`src/design/hsdt_pkg.sv`:
```
// Package for the heater SSR duty timer: request/response words, codes,
// sequencer states and fixed constants. No dependencies.
`default_nettype none
package hsdt_pkg;

   localparam int DEF_LOG_DEPTH = 32;
   localparam int DIVIDEND_W    = 26;
   localparam int DIVISOR_W     = 10;
   localparam int LOG_COUNT_W   = 6;
   localparam int LOG_IDX_W     = 5;
   localparam int CSR_W         = 16;

   localparam logic [15:0] ON_TIME_RESET       = 16'd1000;
   localparam logic [15:0] SAMPLE_GAP_RESET    = 16'd250;
   localparam logic [9:0]  FULL_DUTY           = 10'd990;
   localparam logic [9:0]  MIN_DUTY            = 10'd10;
   localparam logic [9:0]  MAX_DUTY            = 10'd1000;
   localparam logic [9:0]  MS_SCALE            = 10'd1000;
   localparam logic [31:0] IDLE_OFF_MS         = 32'd10000;
   localparam logic [31:0] LOG_GAP_MS          = 32'd15000;

   typedef enum logic [1:0] {
      REQ_TICK       = 2'd0,
      REQ_ACTIVATE   = 2'd1,
      REQ_DEACTIVATE = 2'd2,
      REQ_CLEAR_LOG  = 2'd3
   } req_kind_type;

   typedef enum logic [0:0] {
      CSR_ON_TIME    = 1'b0,
      CSR_SAMPLE_GAP = 1'b1
   } csr_idx_type;

   typedef enum logic [3:0] {
      ST_IDLE,
      ST_READ,
      ST_LOG,
      ST_EXPIRE,
      ST_RELAY,
      ST_MUL,
      ST_DIV,
      ST_OFF,
      ST_OUT
   } seq_state_type;

   typedef struct packed {
      logic [1:0]  req_type;
      logic [31:0] time_ms;
      logic [11:0] temp_sample;
      logic [9:0]  duty_permille;
      logic [31:0] shutoff_ms;
   } req_word_type;

   typedef struct packed {
      logic        ssr_on;
      logic        heater_on;
      logic [11:0] latched_temp;
      logic        log_valid;
      logic [4:0]  log_index;
      logic [11:0] log_temp;
      logic [31:0] log_elapsed_ms;
      logic        auto_shutoff;
   } rsp_word_type;

   typedef struct packed {
      logic [31:0] a;
      logic [31:0] b;
      logic [31:0] c;
   } alu_op_type;

   typedef struct packed {
      logic [31:0] diff;
      logic        ge;
   } alu_res_type;

   typedef struct packed {
      logic                  start;
      logic [DIVIDEND_W-1:0] dividend;
      logic [DIVISOR_W-1:0]  divisor;
   } div_ctl_type;

   typedef struct packed {
      logic                  done;
      logic [DIVIDEND_W-1:0] quot;
   } div_stat_type;

endpackage
`default_nettype wire

```
`src/design/hsdt_alu.sv`:
```
// Shared wrapping subtract and compare unit of the duty timer sequencer.
// Depends on hsdt_pkg.
`default_nettype none
module hsdt_alu (
   input  hsdt_pkg::alu_op_type  op,
   output hsdt_pkg::alu_res_type res
);

   logic [31:0] diff;

   assign diff     = op.a - op.b;
   assign res.diff = diff;
   assign res.ge   = (diff >= op.c);

endmodule
`default_nettype wire

```
`src/design/hsdt_div.sv`:
```
// Restoring divider, one quotient bit per cycle, for the relay off time.
// Depends on hsdt_pkg.
`default_nettype none
module hsdt_div (
   input  logic                   clock,
   input  logic                   reset,
   input  hsdt_pkg::div_ctl_type  ctl,
   output hsdt_pkg::div_stat_type stat
);

   localparam int DW = hsdt_pkg::DIVIDEND_W;
   localparam int VW = hsdt_pkg::DIVISOR_W;
   localparam int CW = $clog2(DW + 1);

   logic          busy_ff, busy_in;
   logic          done_ff, done_in;
   logic [CW-1:0] count_ff, count_in;
   logic [VW-1:0] rem_ff, rem_in;
   logic [VW-1:0] divisor_ff, divisor_in;
   logic [DW-1:0] quot_ff, quot_in;
   logic [VW:0]   shifted;
   logic          fits;

   assign shifted = {rem_ff, quot_ff[DW-1]};
   assign fits    = (shifted >= {1'b0, divisor_ff});

   always_comb begin
      busy_in    = busy_ff;
      done_in    = 1'b0;
      count_in   = count_ff;
      rem_in     = rem_ff;
      divisor_in = divisor_ff;
      quot_in    = quot_ff;
      if (ctl.start) begin
         busy_in    = 1'b1;
         count_in   = CW'(DW);
         rem_in     = '0;
         divisor_in = ctl.divisor;
         quot_in    = ctl.dividend;
      end else if (busy_ff) begin
         // shift in the next dividend bit, subtract when it fits
         rem_in   = fits ? VW'(shifted - {1'b0, divisor_ff}) : shifted[VW-1:0];
         quot_in  = {quot_ff[DW-2:0], fits};
         count_in = count_ff - CW'(1);
         if (count_ff == CW'(1)) begin
            busy_in = 1'b0;
            done_in = 1'b1;
         end
      end
   end

   always_ff @(posedge clock) begin
      if (reset) begin
         busy_ff  <= 1'b0;
         done_ff  <= 1'b0;
         count_ff <= '0;
      end else begin
         busy_ff  <= busy_in;
         done_ff  <= done_in;
         count_ff <= count_in;
      end
      rem_ff     <= rem_in;
      divisor_ff <= divisor_in;
      quot_ff    <= quot_in;
   end

   assign stat.done = done_ff;
   assign stat.quot = quot_ff;

endmodule
`default_nettype wire

```
`src/design/heater_ssr_duty_timer_core.sv`:
```
// Top level of the heater SSR duty timer: sequencer, state and output word.
// Depends on hsdt_pkg, hsdt_alu and hsdt_div.
//
//   channel  ports                         direction  handshake
//   req      req_valid req_stall req_data  in         valid / stall
//   rsp      rsp_valid rsp_stall rsp_data  out        valid / stall
//   csr      csr_we csr_index csr_wdata    in         write enable only
//
// Tick: read, log, expire and relay checks on the shared subtractor, then output;
// log and relay checks may be skipped. Activate: division (26 divider steps) when the duty needs it.
// Deactivate and clear log go straight to output. A result waits while rsp_stall holds the output.
// req_stall is high while an item is in work; the output register lets the
// next word be taken while a finished word is still stalled.
// Reset is synchronous and clears all control and timer state.
`default_nettype none
module heater_ssr_duty_timer_core #(
   parameter int LOG_DEPTH = hsdt_pkg::DEF_LOG_DEPTH
) (
   input  logic                       clock,
   input  logic                       reset,
   input  logic                       req_valid,
   output logic                       req_stall,
   input  hsdt_pkg::req_word_type     req_data,
   output logic                       rsp_valid,
   input  logic                       rsp_stall,
   output hsdt_pkg::rsp_word_type     rsp_data,
   input  logic                       csr_we,
   input  logic                       csr_index,
   input  logic [hsdt_pkg::CSR_W-1:0] csr_wdata
);

   localparam int LCW = hsdt_pkg::LOG_COUNT_W;

   hsdt_pkg::seq_state_type state_ff, state_in;
   hsdt_pkg::req_word_type  cur_ff, cur_in;
   hsdt_pkg::rsp_word_type  rsp_ff, rsp_in;
   hsdt_pkg::alu_op_type    alu_op;
   hsdt_pkg::alu_res_type   alu_res;
   hsdt_pkg::div_ctl_type   div_ctl;
   hsdt_pkg::div_stat_type  div_stat;

   logic            rsp_valid_ff, rsp_valid_in;
   logic [15:0]     on_time_ff, on_time_in;
   logic [15:0]     read_ivl_ff, read_ivl_in;
   logic [11:0]     temp_hold_ff, temp_hold_in;
   logic [31:0]     last_read_ff, last_read_in;
   logic            relay_ff, relay_in;
   logic [31:0]     last_toggle_ff, last_toggle_in;
   logic [31:0]     off_time_ff, off_time_in;
   logic [9:0]      duty_hold_ff, duty_hold_in;
   logic            heater_ff, heater_in;
   logic [31:0]     start_time_ff, start_time_in;
   logic [31:0]     run_length_ff, run_length_in;
   logic [LCW-1:0]  log_count_ff, log_count_in;
   logic [31:0]     last_log_ff, last_log_in;
   logic            logged_ff, logged_in;
   logic [4:0]      log_idx_ff, log_idx_in;
   logic [11:0]     log_temp_ff, log_temp_in;
   logic [31:0]     log_elapsed_ff, log_elapsed_in;
   logic            expired_ff, expired_in;
   logic [9:0]      duty_clamp;
   logic            log_room;
   logic            req_take;
   logic            rsp_free;

   hsdt_alu u_alu (
      .op  (alu_op),
      .res (alu_res)
   );

   hsdt_div u_div (
      .clock (clock),
      .reset (reset),
      .ctl   (div_ctl),
      .stat  (div_stat)
   );

   assign req_stall  = (state_ff != hsdt_pkg::ST_IDLE);
   assign req_take   = req_valid && !req_stall;
   assign rsp_free   = !rsp_valid_ff || !rsp_stall;
   assign duty_clamp = (cur_ff.duty_permille > hsdt_pkg::MAX_DUTY) ?
                       hsdt_pkg::MAX_DUTY : cur_ff.duty_permille;
   assign log_room   = (log_count_ff < LCW'(LOG_DEPTH));

   // operand select for the shared subtractor
   always_comb begin
      alu_op = '0;
      unique case (state_ff)
         hsdt_pkg::ST_READ:   alu_op = '{a: cur_ff.time_ms, b: last_read_ff,
                                         c: {16'b0, read_ivl_ff}};
         hsdt_pkg::ST_LOG:    alu_op = '{a: cur_ff.time_ms, b: last_log_ff,
                                         c: hsdt_pkg::LOG_GAP_MS};
         hsdt_pkg::ST_EXPIRE: alu_op = '{a: cur_ff.time_ms, b: start_time_ff,
                                         c: run_length_ff};
         hsdt_pkg::ST_RELAY:  alu_op = '{a: cur_ff.time_ms, b: last_toggle_ff,
                                         c: relay_ff ? {16'b0, on_time_ff} : off_time_ff};
         hsdt_pkg::ST_OFF:    alu_op = '{a: {6'b0, div_stat.quot}, b: {16'b0, on_time_ff},
                                         c: 32'b0};
         default:             alu_op = '0;
      endcase
   end

   always_comb begin
      state_in       = state_ff;
      cur_in         = cur_ff;
      rsp_in         = rsp_ff;
      rsp_valid_in   = rsp_valid_ff && rsp_stall;
      on_time_in     = on_time_ff;
      read_ivl_in    = read_ivl_ff;
      temp_hold_in   = temp_hold_ff;
      last_read_in   = last_read_ff;
      relay_in       = relay_ff;
      last_toggle_in = last_toggle_ff;
      off_time_in    = off_time_ff;
      duty_hold_in   = duty_hold_ff;
      heater_in      = heater_ff;
      start_time_in  = start_time_ff;
      run_length_in  = run_length_ff;
      log_count_in   = log_count_ff;
      last_log_in    = last_log_ff;
      logged_in      = logged_ff;
      log_idx_in     = log_idx_ff;
      log_temp_in    = log_temp_ff;
      log_elapsed_in = log_elapsed_ff;
      expired_in     = expired_ff;
      div_ctl        = '{start: 1'b0,
                         dividend: hsdt_pkg::DIVIDEND_W'(on_time_ff) *
                                   hsdt_pkg::DIVIDEND_W'(hsdt_pkg::MS_SCALE),
                         divisor: duty_clamp};

      if (csr_we) begin
         unique case (hsdt_pkg::csr_idx_type'(csr_index))
            hsdt_pkg::CSR_ON_TIME:    on_time_in  = csr_wdata;
            hsdt_pkg::CSR_SAMPLE_GAP: read_ivl_in = csr_wdata;
            default: ;
         endcase
      end

      unique case (state_ff)
         hsdt_pkg::ST_IDLE: begin
            if (req_take) begin
               cur_in     = req_data;
               logged_in  = 1'b0;
               expired_in = 1'b0;
               unique case (hsdt_pkg::req_kind_type'(req_data.req_type))
                  hsdt_pkg::REQ_TICK:     state_in = hsdt_pkg::ST_READ;
                  hsdt_pkg::REQ_ACTIVATE: state_in = hsdt_pkg::ST_MUL;
                  hsdt_pkg::REQ_DEACTIVATE: begin
                     heater_in = 1'b0;
                     relay_in  = 1'b0;
                     state_in  = hsdt_pkg::ST_OUT;
                  end
                  hsdt_pkg::REQ_CLEAR_LOG: begin
                     log_count_in = '0;
                     state_in     = hsdt_pkg::ST_OUT;
                  end
                  default: state_in = hsdt_pkg::ST_OUT;
               endcase
            end
         end
         hsdt_pkg::ST_READ: begin
            state_in = hsdt_pkg::ST_EXPIRE;
            if (alu_res.ge) begin
               temp_hold_in = cur_ff.temp_sample;
               last_read_in = cur_ff.time_ms;
               if (heater_ff && log_room)
                  state_in = hsdt_pkg::ST_LOG;
            end
         end
         hsdt_pkg::ST_LOG: begin
            if (log_count_ff == '0 || alu_res.ge) begin
               logged_in    = 1'b1;
               log_idx_in   = log_count_ff[hsdt_pkg::LOG_IDX_W-1:0];
               log_temp_in  = cur_ff.temp_sample;
               last_log_in  = cur_ff.time_ms;
               log_count_in = log_count_ff + LCW'(1);
            end
            state_in = hsdt_pkg::ST_EXPIRE;
         end
         hsdt_pkg::ST_EXPIRE: begin
            log_elapsed_in = alu_res.diff;
            if (heater_ff && run_length_ff != '0 && alu_res.ge) begin
               heater_in  = 1'b0;
               relay_in   = 1'b0;
               expired_in = 1'b1;
               state_in   = hsdt_pkg::ST_OUT;
            end else if (heater_ff) begin
               state_in = hsdt_pkg::ST_RELAY;
            end else begin
               relay_in = 1'b0;
               state_in = hsdt_pkg::ST_OUT;
            end
         end
         hsdt_pkg::ST_RELAY: begin
            if (duty_hold_ff >= hsdt_pkg::FULL_DUTY) begin
               if (!relay_ff) begin
                  relay_in       = 1'b1;
                  last_toggle_in = cur_ff.time_ms;
               end
            end else if (alu_res.ge) begin
               relay_in       = !relay_ff;
               last_toggle_in = cur_ff.time_ms;
            end
            state_in = hsdt_pkg::ST_OUT;
         end
         hsdt_pkg::ST_MUL: begin
            duty_hold_in  = duty_clamp;
            heater_in     = 1'b1;
            start_time_in = cur_ff.time_ms;
            run_length_in = cur_ff.shutoff_ms;
            if (duty_clamp >= hsdt_pkg::FULL_DUTY) begin
               off_time_in = '0;
               state_in    = hsdt_pkg::ST_OUT;
            end else if (duty_clamp <= hsdt_pkg::MIN_DUTY) begin
               off_time_in = hsdt_pkg::IDLE_OFF_MS;
               state_in    = hsdt_pkg::ST_OUT;
            end else begin
               div_ctl.start = 1'b1;
               state_in      = hsdt_pkg::ST_DIV;
            end
         end
         hsdt_pkg::ST_DIV: begin
            if (div_stat.done)
               state_in = hsdt_pkg::ST_OFF;
         end
         hsdt_pkg::ST_OFF: begin
            off_time_in = alu_res.diff;
            state_in    = hsdt_pkg::ST_OUT;
         end
         hsdt_pkg::ST_OUT: begin
            // hold until the output register is free
            if (rsp_free) begin
               rsp_valid_in = 1'b1;
               rsp_in = '{ssr_on:         relay_ff,
                          heater_on:      heater_ff,
                          latched_temp:   temp_hold_ff,
                          log_valid:      logged_ff,
                          log_index:      logged_ff ? log_idx_ff : 5'b0,
                          log_temp:       logged_ff ? log_temp_ff : 12'b0,
                          log_elapsed_ms: logged_ff ? log_elapsed_ff : 32'b0,
                          auto_shutoff:   expired_ff};
               state_in = hsdt_pkg::ST_IDLE;
            end
         end
         default: state_in = hsdt_pkg::ST_IDLE;
      endcase
   end

   always_ff @(posedge clock) begin
      if (reset) begin
         state_ff       <= hsdt_pkg::ST_IDLE;
         rsp_valid_ff   <= 1'b0;
         on_time_ff     <= hsdt_pkg::ON_TIME_RESET;
         read_ivl_ff    <= hsdt_pkg::SAMPLE_GAP_RESET;
         temp_hold_ff   <= '0;
         last_read_ff   <= '0;
         relay_ff       <= 1'b0;
         last_toggle_ff <= '0;
         off_time_ff    <= hsdt_pkg::IDLE_OFF_MS;
         duty_hold_ff   <= '0;
         heater_ff      <= 1'b0;
         start_time_ff  <= '0;
         run_length_ff  <= '0;
         log_count_ff   <= '0;
         last_log_ff    <= '0;
         logged_ff      <= 1'b0;
         expired_ff     <= 1'b0;
      end else begin
         state_ff       <= state_in;
         rsp_valid_ff   <= rsp_valid_in;
         on_time_ff     <= on_time_in;
         read_ivl_ff    <= read_ivl_in;
         temp_hold_ff   <= temp_hold_in;
         last_read_ff   <= last_read_in;
         relay_ff       <= relay_in;
         last_toggle_ff <= last_toggle_in;
         off_time_ff    <= off_time_in;
         duty_hold_ff   <= duty_hold_in;
         heater_ff      <= heater_in;
         start_time_ff  <= start_time_in;
         run_length_ff  <= run_length_in;
         log_count_ff   <= log_count_in;
         last_log_ff    <= last_log_in;
         logged_ff      <= logged_in;
         expired_ff     <= expired_in;
      end
      cur_ff         <= cur_in;
      rsp_ff         <= rsp_in;
      log_idx_ff     <= log_idx_in;
      log_temp_ff    <= log_temp_in;
      log_elapsed_ff <= log_elapsed_in;
   end

   assign rsp_valid = rsp_valid_ff;
   assign rsp_data  = rsp_ff;

`ifndef SYNTHESIS
   a_relay_needs_heater: assert property (@(posedge clock) disable iff (reset)
      !heater_ff |-> !relay_ff)
      else $error("relay on while heater disabled");

   a_log_count_bound: assert property (@(posedge clock) disable iff (reset)
      log_count_ff <= LCW'(LOG_DEPTH))
      else $error("log count beyond log depth");

   a_shutoff_clears_heater: assert property (@(posedge clock) disable iff (reset)
      rsp_valid_ff && rsp_ff.auto_shutoff |-> !rsp_ff.heater_on && !rsp_ff.ssr_on)
      else $error("auto shutoff word shows heater or relay on");

   a_div_done_in_wait: assert property (@(posedge clock) disable iff (reset)
      div_stat.done |-> state_ff == hsdt_pkg::ST_DIV)
      else $error("divider finished outside its wait state");

   a_out_loads_word: assert property (@(posedge clock) disable iff (reset)
      state_ff == hsdt_pkg::ST_OUT && rsp_free |=> rsp_valid_ff)
      else $error("finished item produced no result word");
`endif

endmodule
`default_nettype wire
```
`config.mk`:
```
export PLATFORM = sky130hd
export DESIGN_NAME = heater_ssr_duty_timer_core
export DESIGN_NICKNAME = d
export VERILOG_FILES = /design/src/design/hsdt_pkg.sv /design/src/design/hsdt_alu.sv /design/src/design/hsdt_div.sv /design/src/design/heater_ssr_duty_timer_core.sv
export SDC_FILE = /design/constraint.sdc
export NUM_CORES = 1
export LEC_CHECK = 0
export BUFFER_PORTS_ARGS = -buffer_cell sky130_fd_sc_hd__clkbuf_2
export CAP_MARGIN = 20
export CORE_MARGIN = 1.5
export CORE_UTILIZATION = 56
export DETAILED_ROUTE_END_ITERATION = 10
export PLACE_DENSITY = 0.71
export SYNTH_ARGS = -nofsm -noshare
export SYNTH_HDL_FRONTEND = slang
export SYNTH_SLANG_ARGS = --single-unit
```
`constraint.sdc`:
```
create_clock -name clock -period 7.9 [get_ports clock]
set_input_delay 0.395 -clock clock [delete_from_list [all_inputs] [get_ports clock]]
set_output_delay 0.395 -clock clock [all_outputs]
set_load 0.01 [all_outputs]
```
## Word-level counts from Yosys, hierarchy flattened

Index checks and enable logic that the tools add are counted.

- Register bits after elaboration: 514
- Output and inout bits: 67
- Word-level logic and storage cells: 170
- Bits of input ports: 110

- Reductions and logical operators: 41
- Add/subtract/negate cells: 4
- Bitwise gates (word level): 2
- Muxes and demuxes: 52
- Magnitude comparators: 7
- Equal/unequal tests: 23
- $mul: 1

Operators by type and width:

| cell | count |
|---|---|
| one-hot mux 96 bit (5 select lines) | 1 |
| 2-to-1 mux 32 bit | 6 |
| one-hot mux 32 bit (2 select lines) | 1 |
| 2-to-1 mux 26 bit | 2 |
| greater-or-equal comparator 32 bit | 1 |
| one-hot mux 4 bit (8 select lines) | 1 |
| nonzero test 32 bit | 1 |
| subtractor 32 bit | 1 |
| 2-to-1 mux 4 bit | 7 |
| multiplier 16 x 7 -> 23 bit, second input constant | 1 |
| 2-to-1 mux 1 bit | 21 |
| greater-or-equal comparator 10 bit, second input constant | 2 |
| 2-to-1 mux 10 bit | 2 |
| 2-to-1 mux 6 bit | 3 |
| == test 4 x 3 -> 1 bit, second input constant | 4 |
| AND reduction 2 bit | 7 |
| one-hot mux 4 bit (3 select lines) | 1 |
| one-hot mux 6 bit (2 select lines) | 1 |
| AND reduction 3 bit | 4 |
| greater-or-equal comparator 11 x 10 -> 1 bit | 1 |
| > comparator 10 bit, second input constant | 1 |
| <= comparator 10 x 4 -> 1 bit, second input constant | 1 |
| 2-to-1 mux 5 bit | 2 |
| inequality test 2 bit, second input constant | 5 |
| 28 further kinds | 53 |

## Longest topological paths before layout

- Word-level depth: 7
- Gate-level depth with buffers: 30
- Gate-level depth less buffers: 25

## Hierarchy

Synthesis repeated with hierarchy kept, for this count alone.

- Cell total of the unflattened synthesis: 2,498
- Area total of the unflattened synthesis: 25,227.9 µm²

Modules (own cells, without submodules):

| module | instances | cells each | area each (µm²) | sequential area each (µm²) |
|---|---|---|---|---|
| heater_ssr_duty_timer_core | 1 | 1,904 | 19,997.9 | 11,210.8 |
| hsdt_alu | 1 | 377 | 2,617.5 | 0.0 |
| hsdt_div | 1 | 217 | 2,612.5 | 1,421.4 |

## Worst setup path after synthesis

No wires, ideal clock.

- Kind: reg-to-reg
- Start point: register state_ff[0]
- End point: register log_count_ff[5]
- Data required time: 7.840 ns
- Library setup time: 0.060 ns
- Clock period less this slack: 6.112 ns
- Buffers on the path: 3
- Data arrival time: 6.052 ns
- Path slack: 1.788 ns
- Cell stages (with the launch flop): 27
- Cells stage by stage: dfxtp_1 > buf_2 > buf_1 > nor2_1 > xor2_1 > nor2_1 > clkbuf_1 > a22oi_1 > ha_1 > fa_1 > nand2b_1 > a21oi_1 > o2111ai_1 > nand3_1 > o221ai_1 > o21ai_0 > a21oi_1 > o21bai_1 > xor2_1 > ha_1 > nand2_1 > o21a_1 > o21ai_0 > or3_1 > o211ai_2 > or4b_2 > nand2_1

RTL lines:

| item | RTL line | source |
|---|---|---|
| start, declared | heater_ssr_duty_timer_core.sv:34 | `hsdt_pkg::seq_state_type state_ff, state_in;` |
| start signal, assigned | heater_ssr_duty_timer_core.sv:251 | `state_ff <= hsdt_pkg::ST_IDLE;` |
| start signal, assigned | heater_ssr_duty_timer_core.sv:269 | `state_ff <= state_in;` |
| end signal, assigned | heater_ssr_duty_timer_core.sv:282 | `log_count_ff <= log_count_in;` |
| end, declared | heater_ssr_duty_timer_core.sv:54 | `logic [LCW-1:0] log_count_ff, log_count_in;` |

==> impl_metrics.csv <==
group,metric,value,unit
run_status,run_status,"finished, final reports clean",
routing,ant_nets,0,
power,powerDensity,323.3,nW/um2
finish,area_growth,17.30,%
logic_synthesis,yosys_warnings,0,
worst_setup_path,crit_arrival,7.42,ns
worst_setup_path,cp_cell_sequence,"nand2_1, nor2_4, a22oi_1, ha_1, fa_1, nand2b_1, a21oi_1, o2111ai_1, nand3_1, o221ai_1, o21ai_0, a21oi_1, o21bai_1, xor2_1, ha_1, nand2_1, or3_1, nor2_1, a311o_1, o31ai_4, inv_4, buf_4",
logic_synthesis,synth_edf_count,233,
worst_setup_path,cp_slowest_cell,"dfxtp_1",
worst_setup_path,cp-end-kind,"flop",
power,irDropWorstVdd,0.2018,mV
power,p_leak,11.64,nW
logic_synthesis,syn-num-nets,2671,
logic_synthesis,synth_cell_types,75,
routing,wl_met2,30270,um
finish,fin_cells,3247,
timing,period_needed,7.134,ns
grt,grt_pass1_vias,18409,
clock_tree,cts_num_sinks,513,
floorplanning,die_w,213.4,um
floorplanning,initial_core_util,0.5716,
grt,grt-ovfl-total,0,
floorplanning,dieArea,45540,um2
finish,multi_input_area,11440,um2
worst_setup_path,critPathLaunchType,"flop",
clock_tree,cts_made_buffers,53,
routing,met3WireLength,4332,um
clock_tree,cts_max_level,2,
worst_setup_path,worstPathRequired,8.19,ns
floorplanning,core,43360,um2
routing,vias,18981,
routing,highest_layer,"met4",
logic_synthesis,ys_ff_latch,513,
clock_tree,clk_latency,0.61,ns
place,place.gp.congestion,0.9261,
timing,max_freq,140.2,MHz
clock_tree,path_clk_slew,0.07,ns
logic_synthesis,yosysMostFrequentCell,"nand2_1",
grt,grt_max_degree,101,
job,maxCapViolations,0,
routing,wl_met1,28180,um
finish,post-route-util,0.6705,
finish,nFillCells,3359,
routing,drtIter0Drc,1564,
logic_synthesis,synth-main-ff-cell,"dfxtp_1",
clock_tree,clk_path_buf_depth,3,
logic_synthesis,syn_avg_cell_area,10.43,um2
floorplanning,rows,76,
grt,grtUsageTotal,0.2894,
worst_setup_path,cp_max_fo,35,
timing,setup_tns,0,ns
routing,drc,0,
logic_synthesis,seq_area_frac_synth,0.5084,
timing,fin_skew,0.01753,ns
routing,dr.pass1.iters,6,
routing,via_per_inst,5.846,
logic_synthesis,async_flop_share,0,
logic_synthesis,yosys.area.top_type,"edfxtp_1",
worst_setup_path,criticalPathCategory,"flop to flop",
logic_synthesis,synth_area,24790,um2
timing,setup_viol,0,
clock_tree,post-cts-setup-buffers,0,
clock_tree,cts_tree,"built",
logic_synthesis,synth.top_cell.area_share,0.2823,
worst_setup_path,max_stage_delay,0.57,ns
logic_synthesis,synthTopCellsByArea,"edfxtp_1 (28%), dfxtp_1 (23%), ha_1 (6.5%)",
floorplanning,ios,177,
timing,relSlewSlack,0.3018,
timing,drv_slew,0,
finish,layout-drive-gt1-share,0.1327,
timing,post-route-period-util,0.9031,
logic_synthesis,yosys-top-cells-count,"nand2_1 (347), dfxtp_1 (280), edfxtp_1 (233), a21oi_1 (209), nor2_1 (186)",
grt,grt_pass1_wl,101700,um
timing,worstMarginPinSlew,1.047,ns
hold_path,hold_path.class,"input port to flop",
clock_tree,ctsRootBufferMaster,"clkbuf_16",
place,dp_hpwl,44780,um
finish,nets,2912,
place,dp_cells,3055,
place,io_buffers,176,
finish,regArea,12600,um2
routing,routedWlPerCell,20.02,um
grt,grt_antenna_before_repair,1,
logic_synthesis,postSynthCellCount,2376,
timing,hold_violations,0,
timing,rsz0062_at_grt,"false",
routing,wl,65000,um
floorplanning,die_h,213.4,um
-- cell families after synthesis --
logic type	Yosys count	synth area share
simple gates	759	0.1360
xor+xnor	56	0.01979
flops	513	0.5084
buf+inv	202	0.03316
compound gates	528	0.1386
mux	133	0.05371
fa+ha+maj	185	0.1103
-- layer usage --
layer  global-route usage  up-vias
met5                    0        -
met4               0.1034        0
met3              0.03925      125
met2               0.4672      709
met1               0.4013     9153
li1                     -     8994
-- report_power, final --
group	internal, W	switching [W]
clock	0.00153	0.00105
combinational	0.00146	0.00208
sequential	0.00312	0.000166
-- critical path: cells and delay by family, from the launching register on --
| family | cells | cell delay [ns] |
|---|---|---|
| and+or+nand+nor | 7 | 1.97 |
| AOI/OAI and AO/OA | 9 | 2.43 |
| adders and majority gates | 3 | 0.99 |
| DFF | 1 | 0.57 |
| xor gates and xnor gates | 1 | 0.11 |
| buffers and inverters | 2 | 0.74 |
-- stage by stage --
step | power [W] | hold slack, ns | setup WS (ns) | area [um2]
2_1_floorplan | 0.005745 | 0.3995 | 1.788 | 24790
3_3_place_gp | 0.006678 | 0.4140 | 0.6932 | 26340
3_5_place_dp | 0.006766 | 0.4205 | 0.4254 | 26340
4_1_cts | 0.009386 | 0.006549 | 0.4071 | 29030
5_1_grt | 0.009947 | 0.02910 | 0.09261 | 29080
6_report | 0.009399 | 0.03225 | 0.7657 | 29080
-- state kept, by name (all words and copies together), names as in the netlist, 16 cells and up --
signal and cells:
cur_ff 86, rsp_data 65, last_log_ff 32, last_read_ff 32, last_toggle_ff 32, log_elapsed_ff 32, off_time_ff 32, run_length_ff 32
start_time_ff 32, u_div.quot_ff 26, on_time_ff 16, read_ivl_ff 16
-- cell usage in the layout (no fill, tap or decap), types with 19 or more instances in the layout --
master	count
fa_1	56
nand3_1	46
clkbuf_2	176
dfxtp_1	279
a22oi_1	36
a22o_1	24
and2_1	62
nand2b_1	21
xnor2_1	35
dlygate4sd3_1	88
clkbuf_16	55
xor2_1	21
o21ai_0	69
a21o_1	29
nor3_1	19
mux2i_1	133
a221oi_1	44
nor2_1	183
edfxtp_1	233
inv_1	62
nand2_1	347
buf_4	54
a21oi_1	207
ha_1	129
-- what timing repair did --
action	4_1_cts	5_1_grt
setup endpoints to repair	0	50
hold buffers	88	0
hold endpoints to repair	88	0
resized for setup	0	2
-- final timing paths --
kind | startpoint | endpoint | slack [ns] | cells after the start
worst max-delay path | state_ff[1]$_SDFFE_PP0P_ | log_idx_ff[3]$_DFFE_PP_ | 0.77 | 22
worst min-delay path | csr_wdata[7] | read_ivl_ff[7]$_SDFFE_PP1P_ | 0.03 | 3
worst max register to register | state_ff[1]$_SDFFE_PP0P_ | log_idx_ff[3]$_DFFE_PP_ | 0.77 | 22
worst min register to register | temp_hold_ff[8]$_SDFFE_PP0P_ | rsp_data[59]$_DFFE_PP_ | 0.43 | 0
-- layout make-up --
class / count / share of cell area
Sequential cell: 513 / 0.4335
Multi-Input combinational cell: 1662 / 0.3935
Timing Repair Buffer: 322 / 0.07703
Clock buffer: 70 / 0.05138
Tap cell: 585 / 0.02517
Clock inverter: 29 / 0.01076
Inverter: 65 / 0.008564
Antenna cell: 1 / 0.00008607
(Power assumes the default switching activity.)
